**config.mk**
```make
export PLATFORM = sky130hd
export DESIGN_NAME = http_request_head_parser
export DESIGN_NICKNAME = d
export VERILOG_FILES = /design/src/rtl/hrhp_pkg.sv /design/src/rtl/hrhp_front.sv /design/src/rtl/hrhp_queue.sv /design/src/rtl/hrhp_engine.sv /design/src/rtl/http_request_head_parser.sv
export VERILOG_INCLUDE_DIRS = /design/src /design/src/rtl
export SDC_FILE = /design/constraint.sdc
export NUM_CORES = 1
export LEC_CHECK = 0
export BUFFER_PORTS_ARGS = -buffer_cell sky130_fd_sc_hd__buf_2
export CAP_MARGIN = 25
export CORE_MARGIN = 2
export CORE_UTILIZATION = 54
export DETAILED_ROUTE_END_ITERATION = 6
export MAX_ROUTING_LAYER = met4
export PLACE_DENSITY = 0.73
export SYNTH_ARGS = -nofsm -noshare
export SYNTH_HDL_FRONTEND = slang
export SYNTH_HIERARCHICAL = 1
export SYNTH_SLANG_ARGS = --single-unit
```
**constraint.sdc**
```tcl
create_clock -name clk -period 3.5 [get_ports clk]
set_input_delay 1.05 -clock clk [delete_from_list [all_inputs] [get_ports clk]]
set_output_delay 1.05 -clock clk [all_outputs]
set_load 0.1 [all_outputs]
```
**src/rtl/http_request_head_parser_macros.svh**
```systemverilog
// Assertion macros shared by the request head parser RTL.
// No dependencies; included by the modules that carry checks.
`ifndef HTTP_REQUEST_HEAD_PARSER_MACROS_SVH
`define HTTP_REQUEST_HEAD_PARSER_MACROS_SVH
`ifndef SYNTHESIS
`define HRHP_ASSERT_IMPL(lbl, ck, rn, ante, cons) \
    lbl: assert property (@(posedge ck) disable iff (!rn) (ante) |-> (cons)) \
        else $error("hrhp: same-cycle check failed");
`define HRHP_ASSERT_NEXT(lbl, ck, rn, ante, cons) \
    lbl: assert property (@(posedge ck) disable iff (!rn) (ante) |=> (cons)) \
        else $error("hrhp: next-cycle check failed");
`define HRHP_ASSERT_NEVER(lbl, ck, rn, cond) \
    lbl: assert property (@(posedge ck) disable iff (!rn) !(cond)) \
        else $error("hrhp: forbidden condition seen");
`else
`define HRHP_ASSERT_IMPL(lbl, ck, rn, ante, cons)
`define HRHP_ASSERT_NEXT(lbl, ck, rn, ante, cons)
`define HRHP_ASSERT_NEVER(lbl, ck, rn, cond)
`endif
`endif

```
**src/rtl/hrhp_pkg.sv**
```systemverilog
// Shared types and constants of the HTTP request head parser.
// No dependencies; used by every module of the block.
package hrhp_pkg;

    localparam logic [11:0] URL_LIMIT_MAX   = 12'd4094;
    localparam logic [11:0] URL_LIMIT_RESET = 12'd1022;

    localparam logic [7:0] CH_CR    = 8'h0D;
    localparam logic [7:0] CH_LF    = 8'h0A;
    localparam logic [7:0] CH_SP    = 8'h20;
    localparam logic [7:0] CH_G     = 8'h47;
    localparam logic [7:0] CH_H     = 8'h48;
    localparam logic [7:0] CH_E     = 8'h45;
    localparam logic [7:0] CH_T     = 8'h54;
    localparam logic [7:0] CH_A     = 8'h41;
    localparam logic [7:0] CH_D     = 8'h44;
    localparam logic [7:0] CH_P     = 8'h50;
    localparam logic [7:0] CH_SLASH = 8'h2F;
    localparam logic [7:0] CH_DOT   = 8'h2E;
    localparam logic [7:0] CH_LOW_A = 8'h61;
    localparam logic [7:0] CH_LOW_Z = 8'h7A;
    localparam logic [7:0] CASE_GAP = 8'h20;

    localparam logic [2:0] EV_ABSORBED = 3'd0;
    localparam logic [2:0] EV_METHOD   = 3'd1;
    localparam logic [2:0] EV_URL_BYTE = 3'd2;
    localparam logic [2:0] EV_URL_END  = 3'd3;
    localparam logic [2:0] EV_LINE     = 3'd4;
    localparam logic [2:0] EV_HDR_END  = 3'd5;
    localparam logic [2:0] EV_ERROR    = 3'd6;

    localparam logic [1:0] ERR_BAD_METHOD = 2'd0;
    localparam logic [1:0] ERR_URL_LONG   = 2'd1;
    localparam logic [1:0] ERR_URL_EOL    = 2'd2;
    localparam logic [1:0] ERR_LITERAL    = 2'd3;

    localparam logic METHOD_GET  = 1'b0;
    localparam logic METHOD_HEAD = 1'b1;

    // Classified input byte handed from the front to the engine.
    typedef struct packed {
        logic [7:0] raw;
        logic [7:0] up;
        logic       is_cr;
        logic       is_lf;
        logic       is_sp;
    } cls_t;

    // One result word.
    typedef struct packed {
        logic [2:0]  ev;
        logic        method;
        logic [7:0]  url_byte;
        logic [11:0] url_length;
        logic [7:0]  major;
        logic [7:0]  minor;
        logic [1:0]  err;
    } res_t;

endpackage

```
**src/rtl/hrhp_front.sv**
```systemverilog
// Front stage: registers an input byte and classifies it.
// Depends on hrhp_pkg.
module hrhp_front (
    input  logic              clk,
    input  logic              rst_n,
    input  logic              push,
    output logic              full,
    input  logic [7:0]        byte_in,
    output logic              wr_en,
    output hrhp_pkg::cls_t    wr_item,
    input  logic              q_full
);

    logic           valid_reg;
    logic           valid_next;
    hrhp_pkg::cls_t item_reg;
    hrhp_pkg::cls_t item_next;
    logic           take;

    assign full  = valid_reg && q_full;
    assign take  = push && !full;
    assign wr_en = valid_reg && !q_full;
    assign wr_item = item_reg;

    always_comb
    begin
        valid_next = valid_reg;
        if (wr_en)
        begin
            valid_next = 1'b0;
        end
        if (take)
        begin
            valid_next = 1'b1;
        end
        item_next.raw   = byte_in;
        item_next.up    = byte_in;
        if (byte_in >= hrhp_pkg::CH_LOW_A && byte_in <= hrhp_pkg::CH_LOW_Z)
        begin
            item_next.up = byte_in - hrhp_pkg::CASE_GAP;
        end
        item_next.is_cr = (byte_in == hrhp_pkg::CH_CR);
        item_next.is_lf = (byte_in == hrhp_pkg::CH_LF);
        item_next.is_sp = (byte_in == hrhp_pkg::CH_SP);
    end

    always_ff @(posedge clk or negedge rst_n)
    begin
        if (!rst_n)
        begin
            valid_reg <= 1'b0;
        end
        else
        begin
            valid_reg <= valid_next;
        end
    end

    always_ff @(posedge clk)
    begin
        if (take)
        begin
            item_reg <= item_next;
        end
    end

endmodule

```
**src/rtl/hrhp_queue.sv**
```systemverilog
// Two-entry queue of classified bytes between front and engine.
// Depends on hrhp_pkg and the assertion macro header.
`include "http_request_head_parser_macros.svh"
module hrhp_queue (
    input  logic           clk,
    input  logic           rst_n,
    input  logic           wr_en,
    input  hrhp_pkg::cls_t wr_item,
    output logic           full,
    input  logic           rd_en,
    output hrhp_pkg::cls_t rd_item,
    output logic           empty
);

    hrhp_pkg::cls_t mem [2];
    logic       wp_reg;
    logic       wp_next;
    logic       rp_reg;
    logic       rp_next;
    logic [1:0] count_reg;
    logic [1:0] count_next;

    assign full    = (count_reg == 2'd2);
    assign empty   = (count_reg == 2'd0);
    assign rd_item = mem[rp_reg];

    always_comb
    begin
        wp_next    = wr_en ? ~wp_reg : wp_reg;
        rp_next    = rd_en ? ~rp_reg : rp_reg;
        count_next = count_reg + {1'b0, wr_en} - {1'b0, rd_en};
    end

    always_ff @(posedge clk or negedge rst_n)
    begin
        if (!rst_n)
        begin
            wp_reg    <= 1'b0;
            rp_reg    <= 1'b0;
            count_reg <= 2'd0;
        end
        else
        begin
            wp_reg    <= wp_next;
            rp_reg    <= rp_next;
            count_reg <= count_next;
        end
    end

    always_ff @(posedge clk)
    begin
        if (wr_en)
        begin
            mem[wp_reg] <= wr_item;
        end
    end

    `HRHP_ASSERT_NEVER(a_q_overflow, clk, rst_n, wr_en && full && !rd_en)
    `HRHP_ASSERT_NEVER(a_q_underflow, clk, rst_n, rd_en && empty)
    `HRHP_ASSERT_NEXT(a_q_lone_push, clk, rst_n, wr_en && !rd_en && empty, !empty)

endmodule

```
**src/rtl/hrhp_engine.sv**
```systemverilog
// Back stage: request-line state machine, limit register and result buffer.
// Depends on hrhp_pkg and the assertion macro header.
`include "http_request_head_parser_macros.svh"
module hrhp_engine (
    input  logic           clk,
    input  logic           rst_n,
    input  logic           cfg_we,
    input  logic [11:0]    cfg_data,
    input  logic           q_empty,
    input  hrhp_pkg::cls_t q_item,
    output logic           q_pop,
    output logic           empty,
    input  logic           pop,
    output hrhp_pkg::res_t head
);

    typedef enum logic [4:0] {
        PH_IDLE, PH_G_E, PH_G_T, PH_G_SP, PH_H_E, PH_H_A, PH_H_D, PH_H_SP,
        PH_URL, PH_L_H, PH_L_T1, PH_L_T2, PH_L_P, PH_L_SL, PH_MAJ, PH_DOT,
        PH_MIN, PH_CR, PH_LF, PH_HDR
    } phase_t;

    typedef enum logic [2:0] {
        LE_NONE, LE_CR1, LE_LF1, LE_CR2, LE_LF2
    } le_t;

    phase_t         phase_reg;
    phase_t         phase_next;
    le_t            le_reg;
    le_t            le_next;
    logic           method_reg;
    logic           method_next;
    logic [11:0]    url_count_reg;
    logic [11:0]    url_count_next;
    logic [7:0]     major_reg;
    logic [7:0]     major_next;
    logic [7:0]     minor_reg;
    logic [7:0]     minor_next;
    logic [11:0]    url_limit_reg;
    logic [11:0]    lim;

    // literal match decode
    logic           exp_en;
    logic [7:0]     exp_want;
    phase_t         exp_to;
    logic [1:0]     exp_code;
    logic           exp_ok;

    hrhp_pkg::res_t res;

    hrhp_pkg::res_t out_mem [2];
    logic           out_wp_reg;
    logic           out_rp_reg;
    logic [1:0]     out_count_reg;
    logic [1:0]     out_count_next;
    logic           out_pop;

    assign lim     = (url_limit_reg < hrhp_pkg::URL_LIMIT_MAX) ? url_limit_reg
                                                               : hrhp_pkg::URL_LIMIT_MAX;
    assign q_pop   = !q_empty && (out_count_reg != 2'd2);
    assign empty   = (out_count_reg == 2'd0);
    assign out_pop = pop && !empty;
    assign head    = out_mem[out_rp_reg];
    assign exp_ok  = (q_item.up == exp_want);

    always_comb
    begin
        exp_en   = 1'b1;
        exp_want = hrhp_pkg::CH_SP;
        exp_to   = PH_URL;
        exp_code = hrhp_pkg::ERR_LITERAL;
        case (phase_reg)
            PH_G_E:  begin exp_want = hrhp_pkg::CH_E;     exp_to = PH_G_T;
                           exp_code = hrhp_pkg::ERR_BAD_METHOD; end
            PH_G_T:  begin exp_want = hrhp_pkg::CH_T;     exp_to = PH_G_SP;
                           exp_code = hrhp_pkg::ERR_BAD_METHOD; end
            PH_H_E:  begin exp_want = hrhp_pkg::CH_E;     exp_to = PH_H_A;
                           exp_code = hrhp_pkg::ERR_BAD_METHOD; end
            PH_H_A:  begin exp_want = hrhp_pkg::CH_A;     exp_to = PH_H_D;
                           exp_code = hrhp_pkg::ERR_BAD_METHOD; end
            PH_H_D:  begin exp_want = hrhp_pkg::CH_D;     exp_to = PH_H_SP;
                           exp_code = hrhp_pkg::ERR_BAD_METHOD; end
            PH_G_SP,
            PH_H_SP: begin exp_want = hrhp_pkg::CH_SP;    exp_to = PH_URL;
                           exp_code = hrhp_pkg::ERR_BAD_METHOD; end
            PH_L_H:  begin exp_want = hrhp_pkg::CH_H;     exp_to = PH_L_T1; end
            PH_L_T1: begin exp_want = hrhp_pkg::CH_T;     exp_to = PH_L_T2; end
            PH_L_T2: begin exp_want = hrhp_pkg::CH_T;     exp_to = PH_L_P;  end
            PH_L_P:  begin exp_want = hrhp_pkg::CH_P;     exp_to = PH_L_SL; end
            PH_L_SL: begin exp_want = hrhp_pkg::CH_SLASH; exp_to = PH_MAJ;  end
            PH_DOT:  begin exp_want = hrhp_pkg::CH_DOT;   exp_to = PH_MIN;  end
            PH_CR:   begin exp_want = hrhp_pkg::CH_CR;    exp_to = PH_LF;   end
            PH_LF:   begin exp_want = hrhp_pkg::CH_LF;    exp_to = PH_HDR;  end
            default: exp_en = 1'b0;
        endcase
    end

    always_comb
    begin
        phase_next     = phase_reg;
        le_next        = le_reg;
        method_next    = method_reg;
        url_count_next = url_count_reg;
        major_next     = major_reg;
        minor_next     = minor_reg;
        res            = '0;
        res.ev         = hrhp_pkg::EV_ABSORBED;
        res.err        = hrhp_pkg::ERR_BAD_METHOD;

        if (exp_en)
        begin
            if (exp_ok)
            begin
                phase_next = exp_to;
            end
            else
            begin
                phase_next = PH_IDLE;
                res.ev     = hrhp_pkg::EV_ERROR;
                res.err    = exp_code;
            end
        end

        case (phase_reg)
            PH_IDLE:
            begin
                if (q_item.is_cr || q_item.is_lf)
                begin
                    phase_next = PH_IDLE;
                end
                else if (q_item.up == hrhp_pkg::CH_G)
                begin
                    method_next = hrhp_pkg::METHOD_GET;
                    phase_next  = PH_G_E;
                end
                else if (q_item.up == hrhp_pkg::CH_H)
                begin
                    method_next = hrhp_pkg::METHOD_HEAD;
                    phase_next  = PH_H_E;
                end
                else
                begin
                    res.ev  = hrhp_pkg::EV_ERROR;
                    res.err = hrhp_pkg::ERR_BAD_METHOD;
                end
            end
            PH_G_SP,
            PH_H_SP:
            begin
                if (exp_ok)
                begin
                    res.ev         = hrhp_pkg::EV_METHOD;
                    url_count_next = '0;
                end
            end
            PH_URL:
            begin
                if (q_item.is_sp)
                begin
                    res.ev         = hrhp_pkg::EV_URL_END;
                    res.url_length = url_count_reg;
                    phase_next     = PH_L_H;
                end
                else if (q_item.is_cr || q_item.is_lf)
                begin
                    res.ev     = hrhp_pkg::EV_ERROR;
                    res.err    = hrhp_pkg::ERR_URL_EOL;
                    phase_next = PH_IDLE;
                end
                else if (url_count_reg >= lim)
                begin
                    res.ev     = hrhp_pkg::EV_ERROR;
                    res.err    = hrhp_pkg::ERR_URL_LONG;
                    phase_next = PH_IDLE;
                end
                else
                begin
                    res.ev         = hrhp_pkg::EV_URL_BYTE;
                    res.url_byte   = q_item.raw;
                    url_count_next = url_count_reg + 12'd1;
                end
            end
            PH_MAJ:
            begin
                major_next = q_item.raw;
                phase_next = PH_DOT;
            end
            PH_MIN:
            begin
                minor_next = q_item.raw;
                phase_next = PH_CR;
            end
            PH_LF:
            begin
                if (exp_ok)
                begin
                    res.ev    = hrhp_pkg::EV_LINE;
                    res.major = major_reg;
                    res.minor = minor_reg;
                    le_next   = LE_LF1;
                end
            end
            PH_HDR:
            begin
                if (q_item.is_cr)
                begin
                    le_next = (le_reg == LE_LF1) ? LE_CR2 : LE_CR1;
                end
                else if (q_item.is_lf)
                begin
                    if (le_reg == LE_CR1)
                    begin
                        le_next = LE_LF1;
                    end
                    else if (le_reg == LE_CR2)
                    begin
                        le_next = LE_LF2;
                    end
                    else
                    begin
                        le_next = LE_NONE;
                    end
                end
                else
                begin
                    le_next = LE_NONE;
                end
                if (le_next == LE_LF2)
                begin
                    res.ev     = hrhp_pkg::EV_HDR_END;
                    phase_next = PH_IDLE;
                end
            end
            default:
            begin
            end
        endcase

        res.method = method_next;
        if (res.ev != hrhp_pkg::EV_ERROR)
        begin
            res.err = hrhp_pkg::ERR_BAD_METHOD;
        end

        out_count_next = out_count_reg + {1'b0, q_pop} - {1'b0, out_pop};
    end

    always_ff @(posedge clk or negedge rst_n)
    begin
        if (!rst_n)
        begin
            phase_reg     <= PH_IDLE;
            le_reg        <= LE_LF1;
            method_reg    <= hrhp_pkg::METHOD_GET;
            url_count_reg <= '0;
            major_reg     <= '0;
            minor_reg     <= '0;
            url_limit_reg <= hrhp_pkg::URL_LIMIT_RESET;
            out_wp_reg    <= 1'b0;
            out_rp_reg    <= 1'b0;
            out_count_reg <= 2'd0;
        end
        else
        begin
            if (cfg_we)
            begin
                url_limit_reg <= cfg_data;
            end
            if (q_pop)
            begin
                phase_reg     <= phase_next;
                le_reg        <= le_next;
                method_reg    <= method_next;
                url_count_reg <= url_count_next;
                major_reg     <= major_next;
                minor_reg     <= minor_next;
                out_wp_reg    <= ~out_wp_reg;
            end
            if (out_pop)
            begin
                out_rp_reg <= ~out_rp_reg;
            end
            out_count_reg <= out_count_next;
        end
    end

    always_ff @(posedge clk)
    begin
        if (q_pop)
        begin
            out_mem[out_wp_reg] <= res;
        end
    end

    `HRHP_ASSERT_NEVER(a_out_over, clk, rst_n, out_count_reg == 2'd3)
    `HRHP_ASSERT_NEXT(a_err_idle, clk, rst_n, q_pop && res.ev == hrhp_pkg::EV_ERROR, phase_reg == PH_IDLE)
    `HRHP_ASSERT_NEXT(a_hend_le, clk, rst_n, q_pop && res.ev == hrhp_pkg::EV_HDR_END, le_reg == LE_LF2)

endmodule

```
**src/rtl/http_request_head_parser.sv**
```systemverilog
// An accepted byte is registered in the front, then in the queue; its result word is then
// registered in the output buffer. Throughput: one byte per cycle unless the output buffer
// is full; the engine's single-step state machine sets the pace.
// Reset (rst_n low, asynchronous): parser idle, limit 1022, all queues empty.
// Depends on hrhp_pkg, hrhp_front, hrhp_queue and hrhp_engine.
module http_request_head_parser (
    input  logic        clk,
    input  logic        rst_n,
    // request byte stream
    input  logic        push,
    output logic        full,
    input  logic [7:0]  byte_in,
    // result words
    output logic        empty,
    input  logic        pop,
    output logic [2:0]  event_res,
    output logic        method,
    output logic [7:0]  url_byte,
    output logic [11:0] url_length,
    output logic [7:0]  major_version,
    output logic [7:0]  minor_version,
    output logic [1:0]  error_code,
    // URL limit register, write only
    input  logic        url_limit_we,
    input  logic [11:0] url_limit_wdata
);

    // Front: register each accepted byte and tag it (upper-cased copy,
    // CR/LF/space flags) so the engine sees only narrow compares.
    logic           fq_wr_en;
    hrhp_pkg::cls_t fq_item;
    logic           fq_full;

    // Engine side of the classified-byte queue.
    logic           q_empty;
    logic           q_pop;
    hrhp_pkg::cls_t q_item;

    hrhp_pkg::res_t head;

    hrhp_front u_front (
        .clk     (clk),
        .rst_n   (rst_n),
        .push    (push),
        .full    (full),
        .byte_in (byte_in),
        .wr_en   (fq_wr_en),
        .wr_item (fq_item),
        .q_full  (fq_full)
    );

    // Short queue: lets the front keep taking bytes while the result side stalls.
    hrhp_queue u_queue (
        .clk     (clk),
        .rst_n   (rst_n),
        .wr_en   (fq_wr_en),
        .wr_item (fq_item),
        .full    (fq_full),
        .rd_en   (q_pop),
        .rd_item (q_item),
        .empty   (q_empty)
    );

    // Engine: advance the request-line state machine one byte per word and
    // hold results in a two-word output buffer; it consumes a byte only
    // when the buffer has room, so nothing is dropped under backpressure.
    hrhp_engine u_engine (
        .clk      (clk),
        .rst_n    (rst_n),
        .cfg_we   (url_limit_we),
        .cfg_data (url_limit_wdata),
        .q_empty  (q_empty),
        .q_item   (q_item),
        .q_pop    (q_pop),
        .empty    (empty),
        .pop      (pop),
        .head     (head)
    );

    assign event_res     = head.ev;
    assign method        = head.method;
    assign url_byte      = head.url_byte;
    assign url_length    = head.url_length;
    assign major_version = head.major;
    assign minor_version = head.minor;
    assign error_code    = head.err;

endmodule

```
# Yosys cells after proc, flatten, opt, wreduce, memory -nomap -nowiden
# Memory sizes are Yosys's and may differ from the RTL's.
# Index checks and enable logic that the tools add are counted.
# word_totals
out_inout_bits,44
register_bits,77
input_bits,25
n_memories,2
wordCells,166
mem_bits_rw,122
# classes
n_addsub,6
mux,68
reduce_logical,26
eq_ne,37
n_bitwise,4
order_cmp,4
# mem_list
memory,words,word_bits,rd,rd_clocked_by_memory_dff,write_ports,line,rtl
u_engine.out_mem,2,42,1,0,1,hrhp_engine.sv:51,hrhp_pkg::res_t out_mem [2];
u_queue.mem,2,19,1,0,1,hrhp_queue.sv:15,hrhp_pkg::cls_t mem [2];
# ops
op,count
12-bit 2-to-1 mux,6
7-bit case mux with 10 select lines,1
5-bit case mux with 13 select lines,1
3-bit 2-to-1 mux,17
5-bit 2-to-1 mux,9
"5-bit by 4-bit == test with 1-bit output, second input constant",8
16-bit 2-to-1 mux,2
8-bit 2-to-1 mux,4
5-bit case mux with 5 select lines,1
12-bit case mux with 2 select lines,1
2-bit 2-to-1 mux,11
"5-bit by 3-bit == test with 1-bit output, second input constant",4
"5-bit == test, second input constant",4
20-bit 2-to-1 mux,1
"8-bit by 4-bit == test with 1-bit output, second input constant",2
"8-bit by 7-bit == test with 1-bit output, second input constant",2
3-bit case mux with 5 select lines,1
15-bit OR reduction,1
"12-bit by 1-bit adder with 12-bit output, second input constant",1
12-bit greater-or-equal comparator,1
"12-bit < comparator, second input constant",1
1-bit 2-to-1 mux,11
"5-bit by 2-bit == test with 1-bit output, second input constant",2
"8-bit by 6-bit == test with 1-bit output, second input constant",1
29 further kinds,52

# Logic depth before layout (Yosys ltp)
# logic_depth
depth_word,12
ltp_mapped,12
mapped_depth_nobuf,11

# Hierarchy
# Netlist, hierarchy kept.
# by_module_without_submodules
mod,seq_area_each_um2,cells_per_inst,area_each_um2,n_inst
hrhp_engine,3861.2,591,6900.4,1
hrhp_queue,1241.2,74,1645.3,1
hrhp_front,445.4,44,646.9,1

# Least setup slack after synthesis
# Ideal clock, no wire load.
# synth_path
path_type,flip-flop to flip-flop
from,reg u_engine.out_count_reg[1]
to,"mem u_engine/out_mem[0][0] in the netlist's numbering, enable pin"
required_time_ns,3.058
slack_ns,0.431
setup_time_ns,0.442
t_arrival_ns,2.628
path_stages_with_launch,4
path_buffers,1
synth_period_minus_slack_ns,3.069
cell_sequence,dfrtp_1 > a21o_1 > buf_1 > nor2_1
# synth_via
elab_chain_len,4
# synth_rtl
item,line,rtl
from (decl),hrhp_engine.sv:54,logic [1:0] out_count_reg;
from (signal assigned),hrhp_engine.sv:283,out_count_reg <= out_count_next;
2-bit inequality test,hrhp_engine.sv:60,assign q_pop = !q_empty && (out_count_reg != 2'd2);
1-bit logical AND,hrhp_engine.sv:60,
1-bit 2-to-1 mux,hrhp_engine.sv:289,if (q_pop)
1-bit 2-to-1 mux (implied by the code),hrhp_engine.sv:291,out_mem[out_wp_reg] <= res;
to (decl),hrhp_engine.sv:51,
# No other way between the ends.

# Worst setup path after layout
# layout_path
from,reg u_engine.phase_reg[4]
to,reg u_engine.url_count_reg[2]
# layout_via
elab_chain_len,6
elab_cells_between_ends,28
cone_classes,eq/ne: 21; mux: 2; reduce/logical: 5
# layout_rtl
item,line,rtl
from (decl),hrhp_engine.sv:27,phase_t phase_reg;
from (signal assigned),hrhp_engine.sv:271,phase_reg <= phase_next;
5-bit by 4-bit == test with 1-bit output (tied with other cells),hrhp_engine.sv:72,case (phase_reg)
3-bit OR reduction (no source line) or 2-bit OR reduction (tied branches),n/a,
7-bit case mux with 10 select lines,hrhp_engine.sv:72,
8-bit by 7-bit == test with 1-bit output,hrhp_engine.sv:64,assign exp_ok = (q_item.up == exp_want);
2-bit by 1-bit inequality test with 1-bit output (no source line),n/a,
6-bit AND reduction (no source line),n/a,
to (signal assigned),hrhp_engine.sv:274,url_count_reg <= url_count_next;
to (decl),hrhp_engine.sv:33,logic [11:0] url_count_reg;
# Several ways; a longest one is shown, not always the timed one.
# A chain may end at the register's enable or synchronous reset.

==> impl_metrics.tcl <==
set metrics [dict create \
    final_nets 827 \
    drt-initial-drc-count 616 \
    synth-seq-cells 194 \
    synthTopCellsByCount "edfxtp_1 (136), mux2_2 (60), dfrtp_1 (48)" \
    yosysUniqueCellTypes 73 \
    wl_per_cell_um 18.22 \
    syn_area_per_cell_sq_um 12.97 \
    cts_tree "built" \
    cp.required_ps 3850 \
    synth_compound_area_share_pct 9.324 \
    cts_max_level 4 \
    synth_area_leader_cell "edfxtp_1" \
    hold_violations 0 \
    fin_setup_tns_ps 0 \
    r2r_slack_ps 300 \
    drv_cap 0 \
    antenna_cells 0 \
    hp-start "u_front/wr_item[1]$_DFFE_PP_" \
    core_sq_um 16580 \
    antenna_found_initial 0 \
    status "finished, final reports clean" \
    overflow 0 \
    netlist.area_leader.share_pct 44.43 \
    min_to "u_queue/mem[1][1]$_DFFE_PP_" \
    period_share_pct 91.56 \
    finClkSkew_ps 9.987 \
    numCtsBuffers 17 \
    reg2reg_to "u_engine/url_count_reg[2]$_DFFE_PN0P_" \
    place_congestion 0.9566 \
    ys_warn_count 6 \
    path_clk_slew_ps 70 \
    criticalPathCategory "register to register" \
    hpwl_um 13010 \
    fmax_mhz 312.1 \
    syn_to_final_growth_pct 13.15 \
    via_count 5959 \
    rsz0062_at_grt "false" \
    grt_pass1_wl_um 30530 \
    fin_crit_ps 3205 \
    largest_register_ffs 84 \
    cts_sinks 194 \
    hold_ws_ps 456.1 \
    top_layer_used "met4" \
    relSlewSlack_pct 42.12 \
    met2_length_um 8803 \
    cts_resized 0 \
    dieHeight_um 134.5 \
    reg2reg_from "u_engine/phase_reg[4]$_DFFE_PN0P_" \
    io_buffers 68 \
    synthMuxAreaShare_pct 10.67 \
    synth_edf_count 136 \
    synth_fa_ha_area_share_pct 2.586 \
    postCtsSetupBuffers 0 \
    top_register "u_engine/out_mem" \
    vias_per_cell 5.865 \
    ys_async_sr_fraction_pct 29.90 \
    synth_simple_gate_area_share_pct 12.63 \
    synth_ff_type "edfxtp_1" \
    holdPathStages 0 \
    crit_path_start_kind "register" \
    mappedNetlistArea_sq_um 9193 \
    cts_hold_buffers 0 \
    synth_nets 753 \
    setup_viol 0 \
    final.fill_count 1248 \
    io_pins 69 \
    clock_latency_ps 440 \
    syn_inst 709 \
    drt-met1-wl_um 8275 \
    grt_max_degree 44 \
    synth_top_family_by_area "simple AND/OR/NAND/NOR gates" \
    fp-row-count 47 \
    drc 0 \
    root_buffer "clkbuf_16" \
    fp.dieW_um 134.5 \
    hold_class "register to register" \
    wl_um 18510 \
    grt_pass1_vias 5817 \
    synth_seq_area_share_pct 60.35 \
    synth.most_common_cell "edfxtp_1" \
    die_area_sq_um 18080 \
    crit_path_end_kind "register" \
    synth-xor-area-share_pct 1.021 \
    tightest_slew_ps 868.2 \
    clk_path_buf_depth 2 \
    route.met3.wl_um 1144 \
    antenna_left 0 \
    layout-drive-gt1-share_pct 29.02 \
    grt_usage_pct 22.34 \
    crit_arrival_ps 3560 \
    synth.area.top_cells "edfxtp_1 (44%), dfrtp_1 (13%), mux2_2 (7.3%)" \
    crit_fanout 21 \
    multi_input_area_sq_um 3346 \
    firstDrtPassIters 6 \
    regArea_sq_um 5549 \
    initial_core_util_pct 55.43 \
    slew_violations 0 \
    worstRegToRegCells 8 \
]
==> logic make-up after synthesis <==
| kind of cell | after synthesis |
|---|---|
| AOI/OAI and AO/OA | 127 |
| xor gates and xnor gates | 9 |
| adders and majority gates | 19 |
| buffers and inverters | 70 |
| DFF | 194 |
| muxes | 81 |
| and+or+nand+nor | 209 |
==> placed cells by master, fill, tap and decap left out, types with 5 or more instances in the layout <==
| master | count |
|---|---|
| a21oi_1 | 28 |
| a31oi_1 | 7 |
| and2_1 | 29 |
| and3_1 | 17 |
| buf_2 | 68 |
| buf_4 | 26 |
| clkbuf_16 | 17 |
| dfrtp_1 | 47 |
| dfstp_2 | 10 |
| edfxtp_1 | 136 |
| ha_1 | 19 |
| inv_1 | 29 |
| mux2_2 | 60 |
| mux2_4 | 19 |
| nand2_1 | 47 |
| nand2b_1 | 7 |
| nand3_1 | 7 |
| nand4_1 | 13 |
| nor2_1 | 29 |
| nor2b_1 | 9 |
| nor3_1 | 14 |
| o21ai_0 | 31 |
| o31a_1 | 5 |
| o31ai_1 | 13 |
| or4_1 | 11 |
==> through the flow <==
stage | setup WS (ps) | cells | utilization, % | instance area [sq um]
5_1_grt | 19.36 | 1016 | 62.72 | 10400
4_1_cts | 95.37 | 1016 | 62.68 | 10390
3_3_place_gp | 1.141 | 984 | 59.28 | 9831
2_1_floorplan | 430.8 | 709 | - | 9193
3_5_place_dp | 124.7 | 984 | 59.28 | 9831
6_report | 295.4 | 1016 | 62.72 | 10400
==> worst max-delay path by stage <==
stage               slack [ps]                               endpoint                                 from
global placement             1      u_engine/phase_reg[1]$_DFFE_PN0P_           u_queue/rp_reg$_DFFE_PN0P_
CTS                        100      u_engine/phase_reg[1]$_DFFE_PN0P_           u_queue/rp_reg$_DFFE_PN0P_
finish                     300  u_engine/url_count_reg[2]$_DFFE_PN0P_    u_engine/phase_reg[4]$_DFFE_PN0P_
detailed placement         120      u_engine/phase_reg[1]$_DFFE_PN0P_           u_queue/rp_reg$_DFFE_PN0P_
floorplan                  430       u_engine/out_mem[0][0]$_DFFE_PP_  u_engine/out_count_reg[1]$_DFF_PN0_
global route                20  u_engine/url_count_reg[2]$_DFFE_PN0P_           u_queue/rp_reg$_DFFE_PN0P_
==> metal layers <==
| metal | track usage, % | vias up |
|---|---|---|
| met5 | - | - |
| met4 | 7.485 | 0 |
| met3 | 4.017 | 29 |
| met2 | 34.13 | 224 |
| met1 | 30.64 | 2908 |
| li1 | - | 2798 |
==> area by class of cell <==
class                   count  area share (%)
clock buffers              19           4.162
clock inverters            13           1.251
repair buffers             95           5.341
well taps                 220           2.646
multi-input cells         445           32.17
flip-flops and latches    194           53.35
inverters                  30           1.083
==> critical path, stage by stage, from the launching register on <==
cell and delay (ps):
dfrtp_1 630, and4b_1 280, a311o_1 330, a32oi_1 200
nand4_1 180, nor4_4 460, a21boi_2 290, or4_1 570
a21oi_1 180
Power is not shown: default switching activity piles up to over one toggle a cycle in this logic, so the estimate is an artifact.
